**config.mk**
```make
export PLATFORM = sky130hd
export DESIGN_NAME = sorted_stream_merge
export DESIGN_NICKNAME = d
export VERILOG_FILES = /design/src/rtl/core/ssm_pkg.sv /design/src/rtl/core/ssm_ctrl.sv /design/src/rtl/core/ssm_datapath.sv /design/src/rtl/core/sorted_stream_merge.sv
export VERILOG_INCLUDE_DIRS = /design/src /design/src/rtl/core
export SDC_FILE = /design/constraint.sdc
export NUM_CORES = 1
export LEC_CHECK = 0
export BUFFER_PORTS_ARGS = -buffer_cell sky130_fd_sc_hd__buf_2
export CORE_MARGIN = 2
export CORE_UTILIZATION = 60
export DETAILED_ROUTE_END_ITERATION = 12
export GPL_ROUTABILITY_DRIVEN = 0
export PLACE_DENSITY_LB_ADDON = 0.1
export REMOVE_ABC_BUFFERS = 1
export SYNTH_ARGS = -nofsm -noshare
export SYNTH_HDL_FRONTEND = slang
export SYNTH_HIERARCHICAL = 1
export SYNTH_SLANG_ARGS = --single-unit
```
**constraint.sdc**
```tcl
create_clock -name clk_i -period 11.6 [get_ports clk_i]
set_clock_uncertainty 0.2 [all_clocks]
set_input_delay 0 -clock clk_i [delete_from_list [all_inputs] [get_ports clk_i]]
set_output_delay 0 -clock clk_i [all_outputs]
set_load 0.1 [all_outputs]
```
**src/rtl/core/assert_macros.svh**
```systemverilog
// Assertion macros used by the RTL datapath.
`ifndef ASSERT_MACROS_SVH
`define ASSERT_MACROS_SVH
`ifndef NO_ASSERTIONS
// Check a property on every rising clock edge outside reset.
`define ASSERT_PROP(lbl, clk, rstn, prop) \
  lbl: assert property (@(posedge clk) disable iff (!rstn) prop) \
    else $error("assertion failed");
// Check that a condition never holds outside reset.
`define ASSERT_NEVER(lbl, clk, rstn, cond) \
  lbl: assert property (@(posedge clk) disable iff (!rstn) !(cond)) \
    else $error("forbidden condition seen");
`else
`define ASSERT_PROP(lbl, clk, rstn, prop)
`define ASSERT_NEVER(lbl, clk, rstn, cond)
`endif
`endif

```
**src/rtl/core/ssm_pkg.sv**
```systemverilog
// Shared types and constants of the sorted stream merge block.
package ssm_pkg;

  localparam int unsigned ValueW = 32;

  localparam logic STATUS_MERGED  = 1'b0;
  localparam logic STATUS_DROPPED = 1'b1;

  localparam logic LIST_FIRST  = 1'b0;
  localparam logic LIST_SECOND = 1'b1;

  // Commands from the controller to the datapath.
  typedef struct packed {
    logic load_item;   // capture the accepted input word
    logic push;        // write the held item into its FIFO
    logic drop_out;    // send a drop report
    logic mark_end;    // record the final mark of the held item
    logic read_heads;  // fetch both FIFO heads
    logic emit;        // pop the smaller head and send it
    logic rearm;       // clear both end flags
  } ssm_cmd_t;

  // Status from the datapath to the controller.
  typedef struct packed {
    logic drop;        // held item cannot be stored
    logic can_emit;    // a head may be sent now
    logic all_done;    // both lists ended, nothing pending
    logic out_free;    // output register can take a word
    logic eom_next;    // the pending emit closes the merge
  } ssm_sts_t;

endpackage

```
**src/rtl/core/ssm_ctrl.sv**
```systemverilog
// Controller state machine of the sorted stream merge block.
module ssm_ctrl
  import ssm_pkg::*;
(
  input  logic     clk_i,
  input  logic     rst_ni,
  input  logic     in_valid_i,
  output logic     in_ready_o,
  input  ssm_sts_t sts_i,
  output ssm_cmd_t cmd_o
);

  typedef enum logic [1:0] {
    S_IDLE,
    S_PUSH,
    S_READ,
    S_EMIT
  } state_e;

  state_e state_q, state_d;
  logic   ready_q, ready_d;

  always_comb begin
    state_d = state_q;
    ready_d = 1'b0;
    cmd_o   = '0;
    case (state_q)
      S_IDLE: begin
        if (in_valid_i && ready_q) begin
          cmd_o.load_item = 1'b1;
          state_d         = S_PUSH;
        end else begin
          ready_d = 1'b1;
        end
      end
      S_PUSH: begin
        if (sts_i.drop) begin
          // hold until the drop report can leave
          if (sts_i.out_free) begin
            cmd_o.drop_out = 1'b1;
            cmd_o.mark_end = 1'b1;
            state_d        = S_READ;
          end
        end else begin
          cmd_o.push     = 1'b1;
          cmd_o.mark_end = 1'b1;
          state_d        = S_READ;
        end
      end
      S_READ: begin
        if (sts_i.can_emit) begin
          cmd_o.read_heads = 1'b1;
          state_d          = S_EMIT;
        end else begin
          cmd_o.rearm = sts_i.all_done;
          ready_d     = 1'b1;
          state_d     = S_IDLE;
        end
      end
      S_EMIT: begin
        if (sts_i.out_free) begin
          cmd_o.emit = 1'b1;
          if (sts_i.eom_next) begin
            ready_d = 1'b1;
            state_d = S_IDLE;
          end else begin
            state_d = S_READ;
          end
        end
      end
      default: begin
        state_d = S_IDLE;
      end
    endcase
  end

  always_ff @(posedge clk_i or negedge rst_ni) begin
    if (!rst_ni) begin
      state_q <= S_IDLE;
      ready_q <= 1'b1;
    end else begin
      state_q <= state_d;
      ready_q <= ready_d;
    end
  end

  assign in_ready_o = ready_q;

endmodule

```
**src/rtl/core/ssm_datapath.sv**
```systemverilog
// Datapath of the sorted stream merge block: FIFOs, head compare, output register.
`include "assert_macros.svh"
module ssm_datapath
  import ssm_pkg::*;
#(
  parameter int unsigned FIFO_DEPTH = 16
) (
  input  logic                     clk_i,
  input  logic                     rst_ni,
  input  ssm_cmd_t                 cmd_i,
  output ssm_sts_t                 sts_o,
  input  logic                     in_op_i,
  input  logic signed [ValueW-1:0] in_value_i,
  input  logic                     in_final_i,
  input  logic                     out_ready_i,
  output logic                     out_valid_o,
  output logic                     out_status_o,
  output logic signed [ValueW-1:0] out_value_o,
  output logic                     out_source_o,
  output logic                     out_eom_o
);

  localparam int unsigned PtrW = $clog2(FIFO_DEPTH);
  localparam int unsigned CntW = $clog2(FIFO_DEPTH + 1);
  localparam logic [PtrW-1:0] PtrLast = PtrW'(FIFO_DEPTH - 1);
  localparam logic [CntW-1:0] CntFull = CntW'(FIFO_DEPTH);
  localparam logic [CntW-1:0] CntOne  = CntW'(1);

  logic signed [ValueW-1:0] mem_first [FIFO_DEPTH];
  logic signed [ValueW-1:0] mem_second[FIFO_DEPTH];

  logic                     item_op_q;
  logic signed [ValueW-1:0] item_value_q;
  logic                     item_final_q;

  logic [PtrW-1:0] rptr_first_q, wptr_first_q, rptr_second_q, wptr_second_q;
  logic [CntW-1:0] cnt_first_q, cnt_second_q;
  logic            ended_first_q, ended_second_q;

  logic signed [ValueW-1:0] head_first_q, head_second_q;

  logic                     out_valid_q;
  logic                     out_status_q;
  logic signed [ValueW-1:0] out_value_q;
  logic                     out_source_q;
  logic                     out_eom_q;

  logic take_first;
  logic first_empty, second_empty;

  function automatic logic [PtrW-1:0] ptr_next(input logic [PtrW-1:0] p);
    ptr_next = (p == PtrLast) ? '0 : p + PtrW'(1);
  endfunction

  assign first_empty  = (cnt_first_q == '0);
  assign second_empty = (cnt_second_q == '0);

  // Ties go to the first list; a single nonempty FIFO wins alone.
  assign take_first = !first_empty && (second_empty || (head_first_q <= head_second_q));

  always_comb begin
    sts_o.drop     = item_op_q ? (ended_second_q || cnt_second_q == CntFull)
                               : (ended_first_q  || cnt_first_q  == CntFull);
    sts_o.can_emit = (!first_empty && !second_empty) ||
                     (!first_empty && ended_second_q) ||
                     (!second_empty && ended_first_q);
    sts_o.all_done = ended_first_q && ended_second_q && first_empty && second_empty;
    sts_o.out_free = !out_valid_q || out_ready_i;
    sts_o.eom_next = ended_first_q && ended_second_q &&
                     (take_first ? (cnt_first_q == CntOne && second_empty)
                                 : (cnt_second_q == CntOne && first_empty));
  end

  // Item holding register, FIFO storage and head registers.
  always_ff @(posedge clk_i) begin
    if (cmd_i.load_item) begin
      item_op_q    <= in_op_i;
      item_value_q <= in_value_i;
      item_final_q <= in_final_i;
    end
    if (cmd_i.push && item_op_q == LIST_FIRST) begin
      mem_first[wptr_first_q] <= item_value_q;
    end
    if (cmd_i.push && item_op_q == LIST_SECOND) begin
      mem_second[wptr_second_q] <= item_value_q;
    end
    if (cmd_i.read_heads) begin
      head_first_q  <= mem_first[rptr_first_q];
      head_second_q <= mem_second[rptr_second_q];
    end
  end

  // Pointers, counts and end flags.
  always_ff @(posedge clk_i or negedge rst_ni) begin
    if (!rst_ni) begin
      rptr_first_q   <= '0;
      wptr_first_q   <= '0;
      cnt_first_q    <= '0;
      rptr_second_q  <= '0;
      wptr_second_q  <= '0;
      cnt_second_q   <= '0;
      ended_first_q  <= 1'b0;
      ended_second_q <= 1'b0;
    end else begin
      if (cmd_i.push) begin
        if (item_op_q == LIST_FIRST) begin
          wptr_first_q <= ptr_next(wptr_first_q);
          cnt_first_q  <= cnt_first_q + CntOne;
        end else begin
          wptr_second_q <= ptr_next(wptr_second_q);
          cnt_second_q  <= cnt_second_q + CntOne;
        end
      end
      if (cmd_i.mark_end && item_final_q) begin
        if (item_op_q == LIST_FIRST) begin
          ended_first_q <= 1'b1;
        end else begin
          ended_second_q <= 1'b1;
        end
      end
      if (cmd_i.emit) begin
        if (take_first) begin
          rptr_first_q <= ptr_next(rptr_first_q);
          cnt_first_q  <= cnt_first_q - CntOne;
        end else begin
          rptr_second_q <= ptr_next(rptr_second_q);
          cnt_second_q  <= cnt_second_q - CntOne;
        end
      end
      if (cmd_i.rearm || (cmd_i.emit && sts_o.eom_next)) begin
        ended_first_q  <= 1'b0;
        ended_second_q <= 1'b0;
      end
    end
  end

  // Output register.
  always_ff @(posedge clk_i or negedge rst_ni) begin
    if (!rst_ni) begin
      out_valid_q <= 1'b0;
    end else if (cmd_i.drop_out || cmd_i.emit) begin
      out_valid_q <= 1'b1;
    end else if (out_ready_i) begin
      out_valid_q <= 1'b0;
    end
  end

  always_ff @(posedge clk_i) begin
    if (cmd_i.drop_out) begin
      out_status_q <= STATUS_DROPPED;
      out_value_q  <= '0;
      out_source_q <= LIST_FIRST;
      out_eom_q    <= 1'b0;
    end else if (cmd_i.emit) begin
      out_status_q <= STATUS_MERGED;
      out_value_q  <= take_first ? head_first_q : head_second_q;
      out_source_q <= take_first ? LIST_FIRST : LIST_SECOND;
      out_eom_q    <= sts_o.eom_next;
    end
  end

  assign out_valid_o  = out_valid_q;
  assign out_status_o = out_status_q;
  assign out_value_o  = out_value_q;
  assign out_source_o = out_source_q;
  assign out_eom_o    = out_eom_q;

  `ASSERT_PROP(a_cnt_bound, clk_i, rst_ni, (cnt_first_q <= CntFull) && (cnt_second_q <= CntFull))
  `ASSERT_NEVER(a_push_blocked, clk_i, rst_ni, cmd_i.push && sts_o.drop)
  `ASSERT_PROP(a_load_free, clk_i, rst_ni, (cmd_i.emit || cmd_i.drop_out) |-> sts_o.out_free)
  `ASSERT_PROP(a_emit_nonempty, clk_i, rst_ni, cmd_i.emit |-> (!first_empty || !second_empty))

endmodule

```
**src/rtl/core/sorted_stream_merge.sv**
```systemverilog
// Sorted stream merge: joins two ascending signed 32-bit lists into one.
//
// Input stream (s_axis): one word per element. tdata carries the value, tuser
// selects the list (0 first, 1 second), tlast marks the final element of that
// list. The two lists may interleave in any order.
// Output stream (m_axis): tdata is the merged value (zero for a drop report),
// tuser[0] is the status (0 merged, 1 input dropped), tuser[1] the source list,
// and tlast marks the last word of the merged sequence; the block then rearms.
// Ties go to the first list. An element sent to a full FIFO, or to a list that
// has already ended, is dropped and reported by one status word.
// Timing: one element at a time. A word is stored and tested (push, then head
// test), then each merged word it releases takes a head fetch, then compare
// and pop. tready stays low until all merged words it releases are sent; a
// stalled output holds it low longer.
// Reset clears FIFO pointers, counts, end flags and the output valid flag.
// A stall on m_axis_tready_i holds the output word and freezes the merge until
// the word is taken; input is not taken while a merge step is pending.
module sorted_stream_merge
  import ssm_pkg::*;
#(
  parameter int unsigned FIFO_DEPTH = 16
) (
  input  logic        clk_i,
  input  logic        rst_ni,
  input  logic        s_axis_tvalid_i,
  output logic        s_axis_tready_o,
  input  logic [31:0] s_axis_tdata_i,   // [31:0] value
  input  logic [0:0]  s_axis_tuser_i,   // [0] op
  input  logic        s_axis_tlast_i,   // is_final
  output logic        m_axis_tvalid_o,
  input  logic        m_axis_tready_i,
  output logic [31:0] m_axis_tdata_o,   // [31:0] merged_value
  output logic [1:0]  m_axis_tuser_o,   // [0] status, [1] source_list
  output logic        m_axis_tlast_o    // end_of_merge
);

  ssm_cmd_t cmd;
  ssm_sts_t sts;

  logic                     out_status;
  logic                     out_source;
  logic signed [ValueW-1:0] out_value;

  // Sequence the accept, push, head fetch and emit steps.
  ssm_ctrl u_ctrl (
    .clk_i      (clk_i),
    .rst_ni     (rst_ni),
    .in_valid_i (s_axis_tvalid_i),
    .in_ready_o (s_axis_tready_o),
    .sts_i      (sts),
    .cmd_o      (cmd)
  );

  // Hold both FIFOs, compare heads and drive the output word.
  ssm_datapath #(
    .FIFO_DEPTH (FIFO_DEPTH)
  ) u_datapath (
    .clk_i        (clk_i),
    .rst_ni       (rst_ni),
    .cmd_i        (cmd),
    .sts_o        (sts),
    .in_op_i      (s_axis_tuser_i[0]),
    .in_value_i   ($signed(s_axis_tdata_i)),
    .in_final_i   (s_axis_tlast_i),
    .out_ready_i  (m_axis_tready_i),
    .out_valid_o  (m_axis_tvalid_o),
    .out_status_o (out_status),
    .out_value_o  (out_value),
    .out_source_o (out_source),
    .out_eom_o    (m_axis_tlast_o)
  );

  assign m_axis_tdata_o = $unsigned(out_value);
  assign m_axis_tuser_o = {out_source, out_status};

endmodule

```
==> run_results.csv, run 1 <==
group,metric,value,unit
cts,path_clk_slew,60,ps
cts,cts-buffers-inserted,114,
critical_path,crit_type,"reg2reg",
cts,post_cts_buffers,0,
run_status,status,"finished, final reports clean",
critical_path,cpMostUsedCell,"inv_1",
timing,worst_pin_slew,1230,ps
yosys,synth_top_area_share,73.2,%
power_and_ir_drop,p_seq_share,42.0,%
finish,layout.area.seq,0.0352,sq mm
timing,max_freq,240,MHz
drt,routed_wl,103,mm
floorplan,io_pins,75,
power_and_ir_drop,p_int,8.64,mW
finish,syn_to_final_growth,13.1,%
critical_path,cp.required,11720,ps
power_and_ir_drop,p_comb_share,29.8,%
global_routing,grt_usage,26.7,%
critical_path,cp_max_fo,20,
drt,drc,0,
critical_path,cp-start-kind,"flop",
floorplan,num_rows,101,
cts,ctsLongestPathBuffers,3,
critical_path,slowest_delay,630,ps
timing,hold_viol_final,0,
power_and_ir_drop,sw_frac_of_total,32.3,%
floorplan,core,0.0759,sq mm
floorplan,start_util,60.6,%
yosys,netlist_area,0.0461,sq mm
global_routing,grt_pass1_wl,150,mm
finish,fillCellCount,4755,
critical_path,endpoint_kind,"flop",
cts,worstSkewPairLatency,670,ps
yosys,ys_warn_count,6,
floorplan,dieArea,0.0790,sq mm
critical_path,crit_arrival,4300,ps
finish,multi_input_area,0.0103,sq mm
power_and_ir_drop,peakVddDrop,449,uV
global_routing,grt_overflow_total,0,
power_and_ir_drop,cellLeakagePower,17.4,nW
cts,cts.sinks,1189,
yosys,synth_edf_count,1122,
finish,fin_nets,2559,
placement,place_area,0.0477,sq mm
yosys,synth_area_leader_cell,"edfxtp_1",
yosys,ys_async_sr_fraction,2.69,%
power_and_ir_drop,power_density,245,mW/mm^2
drt,drtPass1Iterations,5,
yosys,synth.yosys.seq_area_share,76.4,%
floorplan,die_y,281,microns
job,cap_violations,0,
floorplan,die_w,281,microns
timing,rsz0062_at_grt,"no",
drt,ant_nets,0,
power_and_ir_drop,power_frac_clock,28.2,%
drt,dr.first_iter.drc_count,2180,
timing,relSlewSlack,18.0,%
drt,wl_per_cell,28.6,microns
yosys,synth_area_per_cell,20.2,sq um
timing,fin_crit_sh,36.0,%
yosys,synthCells,2276,
global_routing,antenna_found_initial,3,
hold_path,hp-class,"in2reg",
yosys,ys_seq_elements,1189,
cts,cts_tree,"done",
global_routing,grt_max_degree,124,
placement,port_buffers,74,
timing,period_needed,4180,ps
timing,final-max-slew-violation-count,0,
timing,timing.setup.tns,0,ps
power_and_ir_drop,switching_power,4.13,mW
drt,via_count,22625,
yosys,synth_area_leaders,"edfxtp_1 73%, mux4_2 11%, mux2i_1 3.1%",
drt,drt-vias-per-instance,6.28,
finish,drive_above_1_share,23.0,%
critical_path,crit_chain,"inv_1, ha_1, nor3b_1, a211oi_1, a21oi_1, or3b_1, inv_1, nor2b_1, and3_1, and2_2, buf_4",
cts,ctsHtreeMaxLevel,3,
critical_path,r2r_slack,7420,ps
global_routing,grt_pass1_vias,22813,
yosys,yosysUniqueCellTypes,55,
finish,stdcell_area,0.0521,sq mm
timing,setup_viol_count_final,0,
cts,clockRootBuffer,"clkbuf_16",
critical_path,crit_path_top_delay_cell,"nor2b_1",
yosys,ys.flop_type,"edfxtp_1",
placement,place_hpwl,55.5,mm
==> sequential cells by signal, summed over array words and instances, names as in the netlist <==
| name | count |
|---|---|
| u_datapath/rptr_first_q | 4 |
| u_datapath/ended_first_q | 1 |
| u_datapath/wptr_first_q | 4 |
| u_datapath/ended_second_q | 1 |
| u_datapath/wptr_second_q | 4 |
| u_datapath/mem_first | 512 |
| u_datapath/out_eom_o | 1 |
| u_ctrl/state_q | 2 |
| u_datapath/item_op_q | 1 |
| u_datapath/item_value_q | 32 |
| u_datapath/out_valid_o | 1 |
| u_datapath/head_second_q | 32 |
| u_datapath/out_value_o | 32 |
| u_datapath/mem_second | 512 |
| u_ctrl/in_ready_o | 1 |
| u_datapath/item_final_q | 1 |
| u_datapath/head_first_q | 32 |
| u_datapath/cnt_second_q | 5 |
| u_datapath/cnt_first_q | 5 |
| u_datapath/out_source_o | 1 |
| u_datapath/out_status_o | 1 |
| u_datapath/rptr_second_q | 4 |
==> worst paths after layout <==
path,from,to,cells past startpoint
max in group asynchronous,rst_ni,u_datapath/rptr_first_q[0],4
max reg2reg,u_datapath/cnt_first_q[0],u_datapath/mem_first[13][13],11
min in group asynchronous,rst_ni,u_ctrl/in_ready_o,3
min reg2reg,u_datapath/out_eom_o,u_datapath/out_eom_o,2
max,u_datapath/cnt_first_q[0],u_datapath/mem_first[13][13],11
min,m_axis_tready_i,u_datapath/out_valid_o,4
==> layer usage <==
layer  wire (microns)  vias up  share of wire [%]  GRT usage [%]
li1                 -     9708                  -              -
met2            51500      810                 50           44.2
met1            41700    11937                 40           37.0
met4             3090        0                3.0           8.27
met5                0        -                  0              0
met3             6790      170                6.6           4.32
==> worst max-delay path, delay by kind of cell (launching register included) <==
kind | cells | cell delay, ps
and+or+nand+nor | 5 | 1980
buffers and inverters | 3 | 630
DFF | 1 | 430
AOI/OAI and AO/OA | 2 | 350
adders and majority gates | 1 | 250
==> layout by cell type, fill, tap and decap left out, drive strengths merged, types with 2 or more instances in the layout <==
master	instances
mux2	27
a211o	2
nor3b	5
o21ai	67
diode	3
mux4	224
nor4	3
nand3	13
or3	2
clkinv	53
nand4	9
nand2b	5
and2	31
xnor2	10
dfrtp	31
nand2	79
dfxtp	35
nor2b	6
buf	124
clkinvlp	2
a21o	4
a22oi	33
or3b	2
xor2	2
dlygate4sd3	74
mux2i	143
a221oi	32
and3	12
edfxtp	1122
a211oi	36
ha	48
a21oi	52
nor2	49
inv	45
and4	4
a31oi	5
clkbuf	145
nor3	8
bufinv	10
==> logic make-up after synthesis <==
group,Yosys count,share of synthesized area [%]
compound gates,239,3.36
buf+inv,161,1.46
mux,394,14.7
simple gates,233,2.51
flops,1189,76.4
xor+xnor,12,0.228
fa+ha+maj,48,1.30
==> power groups by stage <==
stage / clock, mW / sequential, mW / combinational (mW)
after floorplan: 0 / 6.08 / 2.40
after global placement: 0 / 5.44 / 3.74
after detailed placement: 0 / 5.45 / 3.78
after CTS: 3.65 / 5.36 / 3.82
after global routing: 3.81 / 5.40 / 4.07
final: 3.60 / 5.36 / 3.80
==> final cells by class <==
class,count,area share [%]
Multi-Input combinational cell,926,19.7
Antenna cell,3,0.0144
Clock inverter,66,1.11
Timing Repair Buffer,198,2.93
Tap cell,1030,2.47
Sequential cell,1189,67.6
Inverter,44,0.317
Clock buffer,145,5.86
==> synthesized netlist by cell type, types with 12 or more instances <==
master and n:
edfxtp_1 1122, mux4_2 224, mux2i_1 143, nand2_1 79, clkbuf_1 74, o21ai_0 67, a21oi_1 52, nor2_1 49
ha_1 48, inv_1 44, a211oi_1 36, dfxtp_1 35, a22oi_1 33, buf_1 33, a221oi_1 32, and2_1 31
dfrtp_1 31, mux2_2 27, nand3_1 12
==> repair_timing <==
action | 4_1_cts | 5_1_grt
gates resized for setup | 0 | 0
hold endpoints to repair | 104 | 0
endpoints found under the setup margin | 0 | 0
hold buffers | 75 | 0
==> through the flow <==
| stage | cells | power (mW) | utilization, % | hold slack [ps] | setup WS (ps) |
|---|---|---|---|---|---|
| global route | 3598 | 13.3 | 68.6 | 137 | 7070 |
| global placement | 3312 | 9.17 | 62.8 | -90.1 | 7530 |
| detailed placement | 3312 | 9.23 | 62.8 | -86.7 | 7420 |
| CTS | 3598 | 12.8 | 68.6 | 60.7 | 7390 |
| finish | 3601 | 12.8 | 68.6 | 98.1 | 7420 |
| floorplan | 2159 | 8.48 | - | -496 | 3680 |
Note: power is estimated with default switching activity, not from simulation.
==> run 2, diff against run 1 <==
Settings changed: ABC_AREA from default to 1, CORE_UTILIZATION 60 to 56.
Clock period 11.6 ns to 3.6 ns, I/O delays scaled along.
==> run 2 against run 1 <==
Net effect: clock power grew to 3.4 times the previous value; first-iteration DRC count grew 59%; register-to-register slack worse by 7000 ps; synthesized cell count increased by 54%; area after synthesis up 2.3%.
==> run_results.csv, run 2 <==
group,metric,value,unit
critical_path,crit_arrival,3310,ps
yosys,synthCells,3511,
run_status,status,"finished, final reports clean",
placement,port_buffers,74,
timing,worst_slack,437,ps
timing,period_needed,3160,ps
yosys,ys_warn_count,6,
timing,fin_crit_sh,87.9,%
yosys,synth_area_per_cell,13.4,sq um
critical_path,crit_type,"reg2reg",
hold_path,hp-class,"in2reg",
cts,ctsLongestPathBuffers,3,
job,cap_violations,0,
power_and_ir_drop,switching_power,15.5,mW
timing,hold_slack,51.6,ps
drt,drc,0,
yosys,synth_area_leaders,"edfxtp_1 71%, nor2_1 3.7%, nand2_1 3.6%",
finish,final_core_util,64.9,%
drt,drt-vias-per-instance,6.13,
finish,multi_input_area,0.0108,sq mm
critical_path,cp-start-kind,"flop",
finish,layout.area.seq,0.0352,sq mm
global_routing,grt_max_degree,202,
global_routing,grt_usage,27.6,%
global_routing,grt_overflow_total,0,
power_and_ir_drop,sw_frac_of_total,36.4,%
critical_path,endpoint_kind,"flop",
floorplan,die_y,294,microns
timing,hold_viol_final,0,
floorplan,die_w,294,microns
power_and_ir_drop,power_frac_clock,28.5,%
yosys,synth_edf_count,1122,
critical_path,cp_max_fo,32,
drt,via_count,29773,
timing,final-max-slew-violation-count,0,
floorplan,num_rows,106,
cts,post_cts_buffers,0,
timing,timing.setup.tns,0,ps
yosys,yosysUniqueCellTypes,42,
timing,setup_viol_count_final,0,
drt,routed_wl,119,mm
power_and_ir_drop,peakVddDrop,766,uV
finish,syn_to_final_growth,15.1,%
power_and_ir_drop,p_int,27.1,mW
yosys,netlist_area,0.0471,sq mm
finish,fin_nets,3760,
yosys,yosysMostFrequentCell,"edfxtp_1",
cts,path_clk_slew,60,ps
power_and_ir_drop,power_density,785,mW/mm^2
finish,layout_commonest_cell,"edfxtp_1",
timing,relSlewSlack,15.3,%
critical_path,cp.required,3750,ps
timing,worst_pin_slew,1270,ps
yosys,ys_top_cells_by_count,"1122 x edfxtp_1, 463 x nor2_1, 449 x nand2_1, 318 x o21ai_0, 173 x clkbuf_1",
drt,ant_nets,0,
floorplan,dieArea,0.0865,sq mm
finish,layout.cells.most_common_list,"1122 x edfxtp_1, 448 x nand2_1, 432 x nor2_1",
placement,place_hpwl,67.5,mm
cts,clockRootBuffer,"clkbuf_16",
yosys,synth_area_leader_cell,"edfxtp_1",
finish,final_cells,4856,
timing,max_freq,316,MHz
floorplan,core,0.0836,sq mm
placement,dp_slack,529,ps
finish,fillCellCount,5964,
cts,cts_tree,"done",
yosys,synth.yosys.seq_area_share,74.7,%
drt,drtPass1Iterations,6,
yosys,ys_async_sr_fraction,2.69,%
yosys,synth_top_area_share,71.5,%
cts,cts.sinks,1189,
power_and_ir_drop,cellLeakagePower,18.7,nW
power_and_ir_drop,p_comb_share,31.0,%
floorplan,io_pins,75,
cts,worstSkewPairLatency,680,ps
timing,rsz0062_at_grt,"no",
drt,dr.first_iter.drc_count,3471,
global_routing,grt_pass1_vias,28829,
floorplan,start_util,56.4,%
finish,drive_above_1_share,12.0,%
drt,wl_per_cell,24.5,microns
placement,place_inst,4558,
yosys,ys.flop_type,"edfxtp_1",
cts,cts-buffers-inserted,120,
global_routing,antenna_found_initial,4,
critical_path,r2r_slack,440,ps
yosys,ys_seq_elements,1189,
finish,reg.largest.list,"u_datapath/mem_first (512), u_datapath/mem_second (512)",
power_and_ir_drop,p_seq_share,40.4,%
global_routing,grt_pass1_wl,178,mm
cts,ctsHtreeMaxLevel,3,
-- run 2: cell types whose count changed after synthesis, moves of 84 or more --
cell / before / now
o221ai_1: 0 / 84
clkbuf_1: 74 / 173
nand2_1: 79 / 449
mux4_2: 224 / 0
o21ai_0: 67 / 318
mux2i_1: 143 / 56
nor2_1: 49 / 463
nand3_1: 12 / 172
-- run 2: power groups by stage --
stage / clock network (mW) / logic, mW / registers (mW)
6_report: 12.2 / 13.2 / 17.2
3_3_place_gp: 0 / 12.7 / 17.4
2_1_floorplan: 0 / 6.69 / 18.8
3_5_place_dp: 0 / 13.0 / 17.5
5_1_grt: 12.9 / 14.3 / 17.3
4_1_cts: 12.3 / 13.1 / 17.2
-- run 2: cell type report --
cell class	count	area share, %
Timing Repair Buffer	260	4.66
Clock inverter	69	1.16
Clock buffer	154	6.00
Multi-Input combinational cell	1973	19.8
Inverter	130	0.921
Antenna cell	1	0.00461
Tap cell	1080	2.49
Sequential cell	1189	64.9
-- run 2: timing repair --
item / 4_1_cts / 5_1_grt
hold buffers: 74 / 0
setup endpoints to repair: 0 / 0
gates resized for setup: 0 / 0
hold endpoints to repair: 117 / 0
-- run 2: worst max-delay path, stage by stage, from the launching register on --
cell	delay, ps
dfrtp_1	440
inv_1	110
ha_1	230
inv_1	90
nor2_1	50
inv_1	90
o21ai_0	80
o21ai_0	150
inv_1	70
nor2_1	150
nand2_1	190
inv_1	220
nand2_1	290
nor2_4	190
buf_12	250
-- run 2: metrics by stage --
step           cell area (sq um)  power (mW)
6_report                   54200        42.6
3_5_place_dp               49600        30.4
2_1_floorplan              46200        25.5
5_1_grt                    54200        44.5
4_1_cts                    54200        42.6
3_3_place_gp               49600        30.1
-- run 2: path summary, 6_finish.rpt --
path	startpoint	to	depth (start not counted)
hold / removal	s_axis_tvalid_i	u_ctrl/in_ready_o	5
hold reg to reg	u_datapath/out_status_o	u_datapath/out_status_o	2
max in group asynchronous	rst_ni	u_datapath/rptr_second_q[3]	4
setup reg to reg	u_datapath/cnt_first_q[0]	u_datapath/mem_first[14][3]	14
setup / recovery	u_datapath/cnt_first_q[0]	u_datapath/mem_first[14][3]	14
min in group asynchronous	rst_ni	u_ctrl/in_ready_o	3
-- run 2: logic make-up after synthesis --
kind of cell               count (synthesis)  synth area share (%)
AOI/OAI and AO/OA                        656                  8.67
xor gates and xnor gates                  17                 0.316
adders and majority gates                 48                  1.27
buffers and inverters                    349                  3.02
DFF                                     1189                  74.7
muxes                                     56                  1.19
and+or+nand+nor                         1196                  10.9
-- run 2: per-layer routing --
metal	vias up	global-route usage, %	wire length (microns)
li1	13373	-	-
met1	14851	41.1	51400
met2	1365	42.3	54600
met3	180	4.24	9890
met4	4	8.80	3190
met5	-	0	21
